## config.mk

```make
export PLATFORM = sky130hd
export DESIGN_NAME = tpi_out
export DESIGN_NICKNAME = d
export VERILOG_FILES = /design/src/hdl/tpi_pkg.sv /design/src/hdl/tpi_out.sv
export SDC_FILE = /design/constraint.sdc
export NUM_CORES = 1
export LEC_CHECK = 0
export ABC_AREA = 1
export ABC_CLOCK_PERIOD_IN_PS = 1500
export BUFFER_PORTS_ARGS = -buffer_cell sky130_fd_sc_hd__buf_2
export CAP_MARGIN = 20
export CORE_ASPECT_RATIO = 2
export CORE_UTILIZATION = 40
export DETAILED_ROUTE_END_ITERATION = 10
export PLACE_DENSITY = 0.61
export REMOVE_ABC_BUFFERS = 1
export SLEW_MARGIN = 20
export SYNTH_ARGS = -nofsm -noshare
export SYNTH_HDL_FRONTEND = slang
export SYNTH_SLANG_ARGS = --single-unit
```

## constraint.sdc

```tcl
create_clock -name clk_i -period 1.5 [get_ports clk_i]
set_input_delay 0 -clock clk_i [delete_from_list [all_inputs] [get_ports clk_i]]
set_output_delay 0 -clock clk_i [all_outputs]
set_load 0.05 [all_outputs]
```

## src/hdl/tpi_pkg.sv

```systemverilog
// Shared constants and types for the triangle plane interpolator.
package tpi_pkg;

  localparam int DataWidthDef = 32;
  localparam int InFieldCnt = 11;

  typedef struct packed {
    logic eq;
    logic deg;
  } tpi_flags_t;

endpackage

```

## src/hdl/tpi_out.sv

```systemverilog
// Result assembly: subtract from the first vertex, saturate, special cases.
module tpi_out #(
  parameter int DATA_WIDTH = tpi_pkg::DataWidthDef
) (
  input  logic                         clk_i,
  input  logic                         rst_ni,
  input  logic                         valid_i,
  output logic                         ready_o,
  input  logic [DATA_WIDTH+1:0]        quo_i,
  input  logic                         neg_i,
  input  logic                         ovf_i,
  input  logic signed [DATA_WIDTH-1:0] z1_i,
  input  tpi_pkg::tpi_flags_t          flags_i,
  output logic                         valid_o,
  input  logic                         ready_i,
  output logic signed [DATA_WIDTH-1:0] value_o,
  output logic                         degenerate_o,
  output logic                         saturated_o
);

  localparam int W  = DATA_WIDTH;
  localparam int RW = W + 4;

  localparam logic signed [RW-1:0] MinV = {{5{1'b1}}, {(W-1){1'b0}}};
  localparam logic signed [RW-1:0] MaxV = {{5{1'b0}}, {(W-1){1'b1}}};

  logic                v_q;
  logic                en;
  logic signed [RW-1:0] q, r;
  logic signed [W-1:0] val_q, val_d;
  logic                deg_q, deg_d, sat_q, sat_d;

  assign en      = ~v_q | ready_i;
  assign ready_o = en;
  assign valid_o = v_q;

  always_ff @(posedge clk_i or negedge rst_ni) begin
    if (!rst_ni) begin
      v_q <= 1'b0;
    end else if (en) begin
      v_q <= valid_i;
    end
  end

  always_comb begin
    q     = neg_i ? -RW'({1'b0, quo_i}) : RW'({1'b0, quo_i});
    r     = RW'(z1_i) - q;
    val_d = z1_i;
    deg_d = 1'b0;
    sat_d = 1'b0;
    if (flags_i.eq) begin
      val_d = z1_i;
    end else if (flags_i.deg) begin
      deg_d = 1'b1;
    end else if (ovf_i) begin
      sat_d = 1'b1;
      val_d = neg_i ? MaxV[W-1:0] : MinV[W-1:0];
    end else if (r < MinV) begin
      sat_d = 1'b1;
      val_d = MinV[W-1:0];
    end else if (r > MaxV) begin
      sat_d = 1'b1;
      val_d = MaxV[W-1:0];
    end else begin
      val_d = r[W-1:0];
    end
  end

  always_ff @(posedge clk_i) begin
    if (en) begin
      val_q <= val_d;
      deg_q <= deg_d;
      sat_q <= sat_d;
    end
  end

  assign value_o      = val_q;
  assign degenerate_o = deg_q;
  assign saturated_o  = sat_q;

endmodule

```

# Word-level counts from Yosys, hierarchy flattened
# Cells that the tools add are included.
[totals]
reg_bits = 35
in_bits = 74
[classes]
addsub = 2
n_lt_le_gt_ge = 2
mux = 11
bitwise = 2
n_reduce_logical = 1
[ops]
columns = ["cell", "count"]
rows = [
  ["32-bit 2-to-1 mux", 6],
  ["36-bit by 32-bit greater-than comparator with 1-bit output (second input constant)", 1],
  ["36-bit by 32-bit < comparator with 1-bit output (second input constant)", 1],
  ["36-bit 2-to-1 mux", 1],
  ["34-bit negator with 36-bit output", 1],
  ["32-bit by 36-bit subtractor with 36-bit output", 1],
  ["1-bit 2-to-1 mux", 4],
  ["2-bit OR reduction", 1],
  ["1-bit inverter", 1],
  ["1-bit bitwise OR", 1],
]

# Logic depth before layout (Yosys ltp)
# Gate-level depths: netlist (run 1).
[depth]
word_depth = 9
ltp_mapped = 31
ltp_nobuf = 30

# Worst setup path after synthesis (run 1)
# Ideal clock, no wire load.
[synth_timing]
path_type = "input-to-reg"
startpoint = "input port quo_i[0]"
endpoint = "register val_q[24], in the netlist value_o[24], data pin"
arrival_time_ns = 3.146
required_ns = 1.233
path_slack_ns = -1.912
path_stages = 30
n_path_buf = 1
path_cell_list = "inv_1 -> ha_1 -> nand3_1 -> nor3_1 -> nand2_1 -> nor3_1 -> inv_1 -> nor2_1 -> nand2_1 -> nor2_2 -> nand4_1 -> nand2_1 -> o21ai_1 -> xnor2_1 -> ha_1 -> nand2_1 -> nor2_1 -> inv_1 -> nor2_1 -> and3_1 -> nand2_1 -> nand3_1 -> nand2_1 -> nor2_1 -> nand3_2 -> nand2_4 -> buf_4 -> nand2_1 -> nand3_1 -> a21oi_1"
[synth_between]
elab_chain_cells = 9
[synth_lines]
columns = ["element", "line", "text"]
rows = [
  ["from (decl)", "tpi_out.sv:9", "input logic [DATA_WIDTH+1:0] quo_i,"],
  ["34-bit negator with 36-bit output", "tpi_out.sv:46", "q = neg_i ? -RW'({1'b0, quo_i}) : RW'({1'b0, quo_i});"],
  ["36-bit 2-to-1 mux *", "tpi_out.sv:46", ""],
  ["32-bit by 36-bit subtractor with 36-bit output *", "tpi_out.sv:47", "r = RW'(z1_i) - q;"],
  ["36-bit by 32-bit greater-than comparator with 1-bit output", "tpi_out.sv:61", "end else if (r > MaxV) begin"],
  ["32-bit 2-to-1 mux", "tpi_out.sv:61", ""],
  ["32-bit 2-to-1 mux *", "tpi_out.sv:58", "end else if (r < MinV) begin"],
  ["32-bit 2-to-1 mux *", "tpi_out.sv:55", "end else if (ovf_i) begin"],
  ["32-bit 2-to-1 mux *", "tpi_out.sv:53", "end else if (flags_i.deg) begin"],
  ["32-bit 2-to-1 mux *", "tpi_out.sv:51", "if (flags_i.eq) begin"],
  ["named net val_d[24]", "tpi_out.sv:30", "logic signed [W-1:0] val_q, val_d;"],
  ["to (signal assigned)", "tpi_out.sv:71", "val_q <= val_d;"],
  ["to (decl)", "tpi_out.sv:30", ""],
]
# The timed path passes the listed nets; every way through them passes the cells marked *.
# A chain may end at the register's enable or synchronous reset.

# Worst setup path after layout (run 1)
[layout_timing]
startpoint = "input port quo_i[1]"
endpoint = "register val_q[16], in the netlist value_o[16], data pin"
# Same word-level chain as after synthesis.

==> results.yml, run 1 <==
power:
  power_density_mw_per_mm2: 802
  ir_worst_vdd_mv: 0.653
  power.internal_mw: 3.87
  power.leakage_nw: 4.57
  swShare_pct: 45.3
  power_frac_seq_pct: 17.2
  switching_power_mw: 3.20
  pwr-share-clk_pct: 14.5
  comb_power_share_pct: 68.3
synth:
  syn_area_per_cell_um2: 6.06
  async_flop_share_pct: 2.86
  yosysSeqAreaShare_pct: 20.1
  synthesis.area_mm2: 0.00520
  syn_inst: 858
  synth_edf_count: 34
  synth_top_cell_area_share_pct: 19.6
  synth_fa_ha_area_share_pct: 9.05
  synth-main-ff-cell: "edfxtp_1"
  synth_top_family_by_area: "simple AND/OR/NAND/NOR gates"
  synth-simple-area-share_pct: 38.7
  synthXorXnorAreaFrac_pct: 9.77
  muxShareOfSynthArea_pct: 0
  yosysTopAreaCell: "edfxtp_1"
  yosys_warnings: 0
  ys_seq_elements: 35
  synthTopCellsByArea: "edfxtp_1 20%, nand2_1 19%, inv_1 9.1%, ha_1 8.7%, nor2_1 7.6%"
  synth_cell_type_count: 41
  synth_compound_area_share_pct: 10.5
timing:
  fin_skew_ns: 0.0116
  worst_slack_ns: -2.04
  setup-tns-final_ns: -64.45
  worstMarginPinSlew_ns: 0.421
  relSlewSlack_pct: 71.9
  setup_viol: 33
  final-max-slew-violation-count: 0
  finalCritPeriodShare_pct: 236
  rsz0062_at_grt: "yes"
  maxClockFrequency_mhz: 283
  final_hold_viol_count: 0
  final.min_clock_period_ns: 3.54
worst_setup_path:
  worst_setup_path_start_kind: "input pin"
  crit_path_max_fanout: 9
  worstPathArrival_ns: 3.64
  end_kind: "flip-flop"
  critPathMaxStageDelay_ns: 0.23
  crit_required_ns: 1.61
  cpMaxStageDelayCell: "ha_4"
  path_class: "input pin to flip-flop"
placed_design:
  post_dp_cell_area_mm2: 0.00753
  hpwlAfterDp_um: 16800
  place.gp.congestion: 1.02
  io_buffers: 109
final_layout:
  final_area_mm2: 0.00882
  syn2layout_area_growth_pct: 69.6
  num_antenna_cells: 0
  final_layout_size_suffix_gt1_share_pct: 45.0
  mostFrequentLayoutCells: "242 x buf_4, 218 x nand2_1, 119 x inv_1, 107 x buf_2, 88 x nor2_1"
  final_common_cell: "buf_4"
  nNetsFinal: 1322
drt:
  via_per_inst: 5.16
  vias: 7027
  routed-wl-met3_um: 1070
  drt_pass1_iterations: 5
  wl_met2_um: 12100
  drt-initial-drc-count: 330
  wl_per_cell_um: 16.6
  ant_nets: 0
  met1_length_um: 6780
  top_layer: "met4"
  routed_wl_um: 22600
  drc: 0
clock_network:
  htreeDepth: 2
  clk_pin_slew_ns: 0.05
  cts_tree: "built"
  cts_max_path_buffers: 2
  clkLatencyLatePin_ns: 0.29
  root_buffer: "clkbuf_16"
  numCtsBuffers: 5
  cts.sinks: 35
floorplanning:
  num_rows: 58
  initial_utilization_pct: 41.2
  core-area_mm2: 0.0126
  die_x_um: 82.6
  io_pins: 110
  dieArea_mm2: 0.0135
  fp.dieH_um: 163
min_path:
  hold_class: "input pin to asynchronous set/reset pin"
run_status:
  status: "complete, but fails checks"
  violations: "negative setup slack"
global_route:
  grt_pass1_wl_um: 33200
  grt_usage_pct: 33.6
  grt_overflow_total: 0
  antenna_found_initial: 0
  grt_start_max_net_pins: 33
  grt_pass1_vias: 6969
run:
  drv_cap: 0
==> synthesized netlist by cell type, types with 4 or more instances <==
cell and instances:
o21ai_0 12, nand3_1 54, a31oi_1 4, inv_2 8
ha_1 36, nand4_1 6, xnor2_1 28, nor2_1 105
a21oi_1 66, nor2_2 6, clkbuf_1 10, or2_2 5
nand2_2 8, o21bai_1 4, inv_1 126, edfxtp_1 34
nor3_1 13, xor2_1 30, buf_6 5, nand2_1 263
==> layer usage <==
metal | global-route usage (%) | vias up
met3 | 4.86 | 136
met4 | 29.3 | 0
met2 | 63.5 | 269
li1 | - | 3428
met5 | 0 | -
met1 | 28.5 | 3194
==> repair_timing <==
action / in CTS / in global routing
endpoints found under the setup margin: 33 / 33
hold endpoints to repair: 2 / 0
cloned: 4 / 2
hold buffers: 2 / 0
pin swaps: 13 / 33
setup buffers: 17 / 9
gates resized for setup: 74 / 118
==> layout make-up <==
cell class	count	area, um^2
Multi-Input combinational cell	673	4360
Fill cell	1104	3810
Timing Repair Buffer	362	2580
Sequential cell	35	1050
Inverter	134	510
Tap cell	150	188
Clock buffer	6	129
Clock inverter	2	12.5
==> power by group through the flow <==
stage	logic (mW)	registers, mW	clock network [mW]
6_report	4.83	1.22	1.03
3_3_place_gp	3.86	1.24	0
2_1_floorplan	1.78	1.59	0
4_1_cts	4.23	1.22	1.03
3_5_place_dp	3.89	1.24	0
5_1_grt	5.17	1.23	1.07
==> logic make-up after synthesis <==
| group | Yosys count |
|---|---|
| compound gates | 100 |
| xor+xnor | 58 |
| fa+ha+maj | 37 |
| buf+inv | 153 |
| flops | 35 |
| simple gates | 475 |
==> worst max-delay path: cells and delay by family <==
| kind | cells | cell delay, ns |
|---|---|---|
| AO/OA/AOI/OAI | 2 | 0.38 |
| XOR/XNOR | 1 | 0.11 |
| adder cells (fa/ha/maj) | 2 | 0.37 |
| buffers and inverters | 12 | 1.34 |
| AND/OR/NAND/NOR | 16 | 1.41 |
==> final timing paths <==
| check | startpoint | to | slack (ns) | cells past startpoint |
|---|---|---|---|---|
| worst max-delay path | quo_i[1] | value_o[16] | -2.04 | 33 |
| worst min-delay path | rst_ni | valid_o | 0.03 | 2 |
| worst max register to register | valid_o | value_o[20] | 0.46 | 2 |
| worst min register to register | valid_o | valid_o | 0.75 | 3 |
| max in group asynchronous | rst_ni | valid_o | 1.39 | 2 |
| min in group clk_i | flags_i[1] | degenerate_o | 0.05 | 2 |
==> sequential cells by signal, indices dropped and copies added, names as in the netlist <==
signal / count
degenerate_o: 1
saturated_o: 1
valid_o: 1
value_o: 32
==> metrics by stage <==
stage	total power, mW	instances	util (%)	hold WS, ns	worst slack [ns]
after CTS	6.48	1351	64.9	0.0215	-1.99
after global placement	5.10	1320	59.6	-0.225	-2.55
after floorplan	3.37	839	-	-0.296	-1.95
after global routing	7.48	1362	69.8	0.0231	-2.26
after detailed placement	5.13	1320	59.6	-0.224	-2.65
final	7.08	1362	69.8	0.0279	-2.04
No activity file was read; power rests on OpenSTA's default activity.
==> inputs of run 2 (changes only) <==
- HOLD_SLACK_MARGIN: not set -> 0.03
==> run 2 against run 1 <==
Effect of this change:
- the flow still finishes with violations (negative setup slack)
- register-to-register slack barely moved
- largest cell class unchanged
- routed wire length barely moved
- largest power group unchanged
- clock skew is essentially flat
- critical endpoint unchanged
==> results.yml, run 2 (same netlist as run 1, synthesis figures left out) <==
worst_setup_path:
  worstPathArrival_ns: 3.65
  crit_required_ns: 1.61
  r2r_cells: 2
  critPathMaxStageDelay_ns: 0.23
  cpMaxStageDelayCell: "ha_4"
  end_kind: "flip-flop"
  path_class: "input pin to flip-flop"
  crit_path_max_fanout: 9
  worst_setup_path_start_kind: "input pin"
power:
  power.leakage_nw: 4.58
  power.total_mw: 7.07
  power_density_mw_per_mm2: 801
  ir_worst_vdd_mv: 0.652
timing:
  setup-tns-final_ns: -64.51
  maxClockFrequency_mhz: 282
  final-max-slew-violation-count: 0
  finalCritPeriodShare_pct: 236
  worst_slack_ns: -2.04
  holdWs_ns: 0.0465
  final_hold_viol_count: 0
  worstMarginPinSlew_ns: 0.425
  fin_skew_ns: 0.0119
  final.min_clock_period_ns: 3.54
  relSlewSlack_pct: 71.7
  setup_viol: 33
  rsz0062_at_grt: "yes"
global_route:
  grt_usage_pct: 33.6
  grt_pass1_vias: 6979
  grt_pass1_wl_um: 33300
  grt_overflow_total: 0
  grt_start_max_net_pins: 33
  antenna_found_initial: 0
floorplanning:
  io_pins: 110
  fp.dieH_um: 163
  core-area_mm2: 0.0126
  die_x_um: 82.6
  dieArea_mm2: 0.0135
  num_rows: 58
  initial_utilization_pct: 41.2
final_layout:
  final_common_cell: "buf_4"
  mostFrequentLayoutCells: "242 x buf_4, 218 x nand2_1, 119 x inv_1, 107 x buf_2, 88 x nor2_1"
  fin_cells: 1363
  multi_input_area_mm2: 0.00436
  largest_register_ffs: 32
  syn2layout_area_growth_pct: 69.8
  nFillCells: 1101
  num_antenna_cells: 0
  final_area_mm2: 0.00883
  nNetsFinal: 1323
  fin_util_pct: 69.9
  ff_latch_area_mm2: 0.00105
  final_layout_size_suffix_gt1_share_pct: 45.0
placed_design:
  dp_cells: 1320
  post_dp_cell_area_mm2: 0.00753
  hpwlAfterDp_um: 16800
  io_buffers: 109
  place.gp.congestion: 1.02
  place_ws_ns: -2.65
drt:
  drc: 0
  drt-initial-drc-count: 326
  drt_pass1_iterations: 5
  routed_wl_um: 22600
  via_per_inst: 5.15
  vias: 7026
  wl_per_cell_um: 16.6
  ant_nets: 0
clock_network:
  cts_max_path_buffers: 2
  clk_pin_slew_ns: 0.07
  root_buffer: "clkbuf_16"
  htreeDepth: 2
  cts_tree: "built"
  clkLatencyLatePin_ns: 0.29
  cts.sinks: 35
  numCtsBuffers: 5
min_path:
  hold_class: "input pin to flip-flop"
  hold_path_depth: 2
run:
  drv_cap: 0
run_status:
  status: "complete, but fails checks"
  violations: "negative setup slack"
run 2: layout make-up:
cell class / instances / area share, %
clock buffers: 6 / 1.46
repair buffers: 363 / 29.3
well taps: 150 / 2.13
flip-flops and latches: 35 / 11.8
inverters: 134 / 5.78
multi-input cells: 673 / 49.3
clock inverters: 2 / 0.142
run 2: worst paths after layout:
kind                       startpoint  slack, ns           end
max reg2reg                   valid_o       0.46   value_o[20]
max                          quo_i[1]      -2.04   value_o[16]
min                        flags_i[1]       0.05  degenerate_o
max in group asynchronous      rst_ni       0.81       valid_o
min reg2reg                   valid_o       0.75       valid_o
min in group asynchronous      rst_ni       0.58       valid_o
run 2: worst max-delay path, delay by kind of cell:
family | cells | cell delay [ns]
buffers and inverters | 12 | 1.35
XOR/XNOR | 1 | 0.11
adder cells (fa/ha/maj) | 2 | 0.37
AO/OA/AOI/OAI | 2 | 0.39
AND/OR/NAND/NOR | 16 | 1.43
run 2: layer usage:
metal	global-route usage [%]	share of wire, %
met5	0	0
met4	29.3	12
met3	4.86	4.4
met2	63.7	54
met1	28.5	30
run 2: timing repair:
action	4_1_cts	5_1_grt
hold buffers	3	0
resized for setup	74	118
endpoints found under the hold margin	2	0
setup endpoints to repair	33	33
pin swaps	13	33
gates cloned	4	2
buffers inserted	17	9
run 2: power by group:
part | internal [mW] | total, mW | switching, mW
clock network | 0.613 | 1.03 | 0.413
registers | 1.20 | 1.22 | 0.0229
logic | 2.06 | 4.83 | 2.76
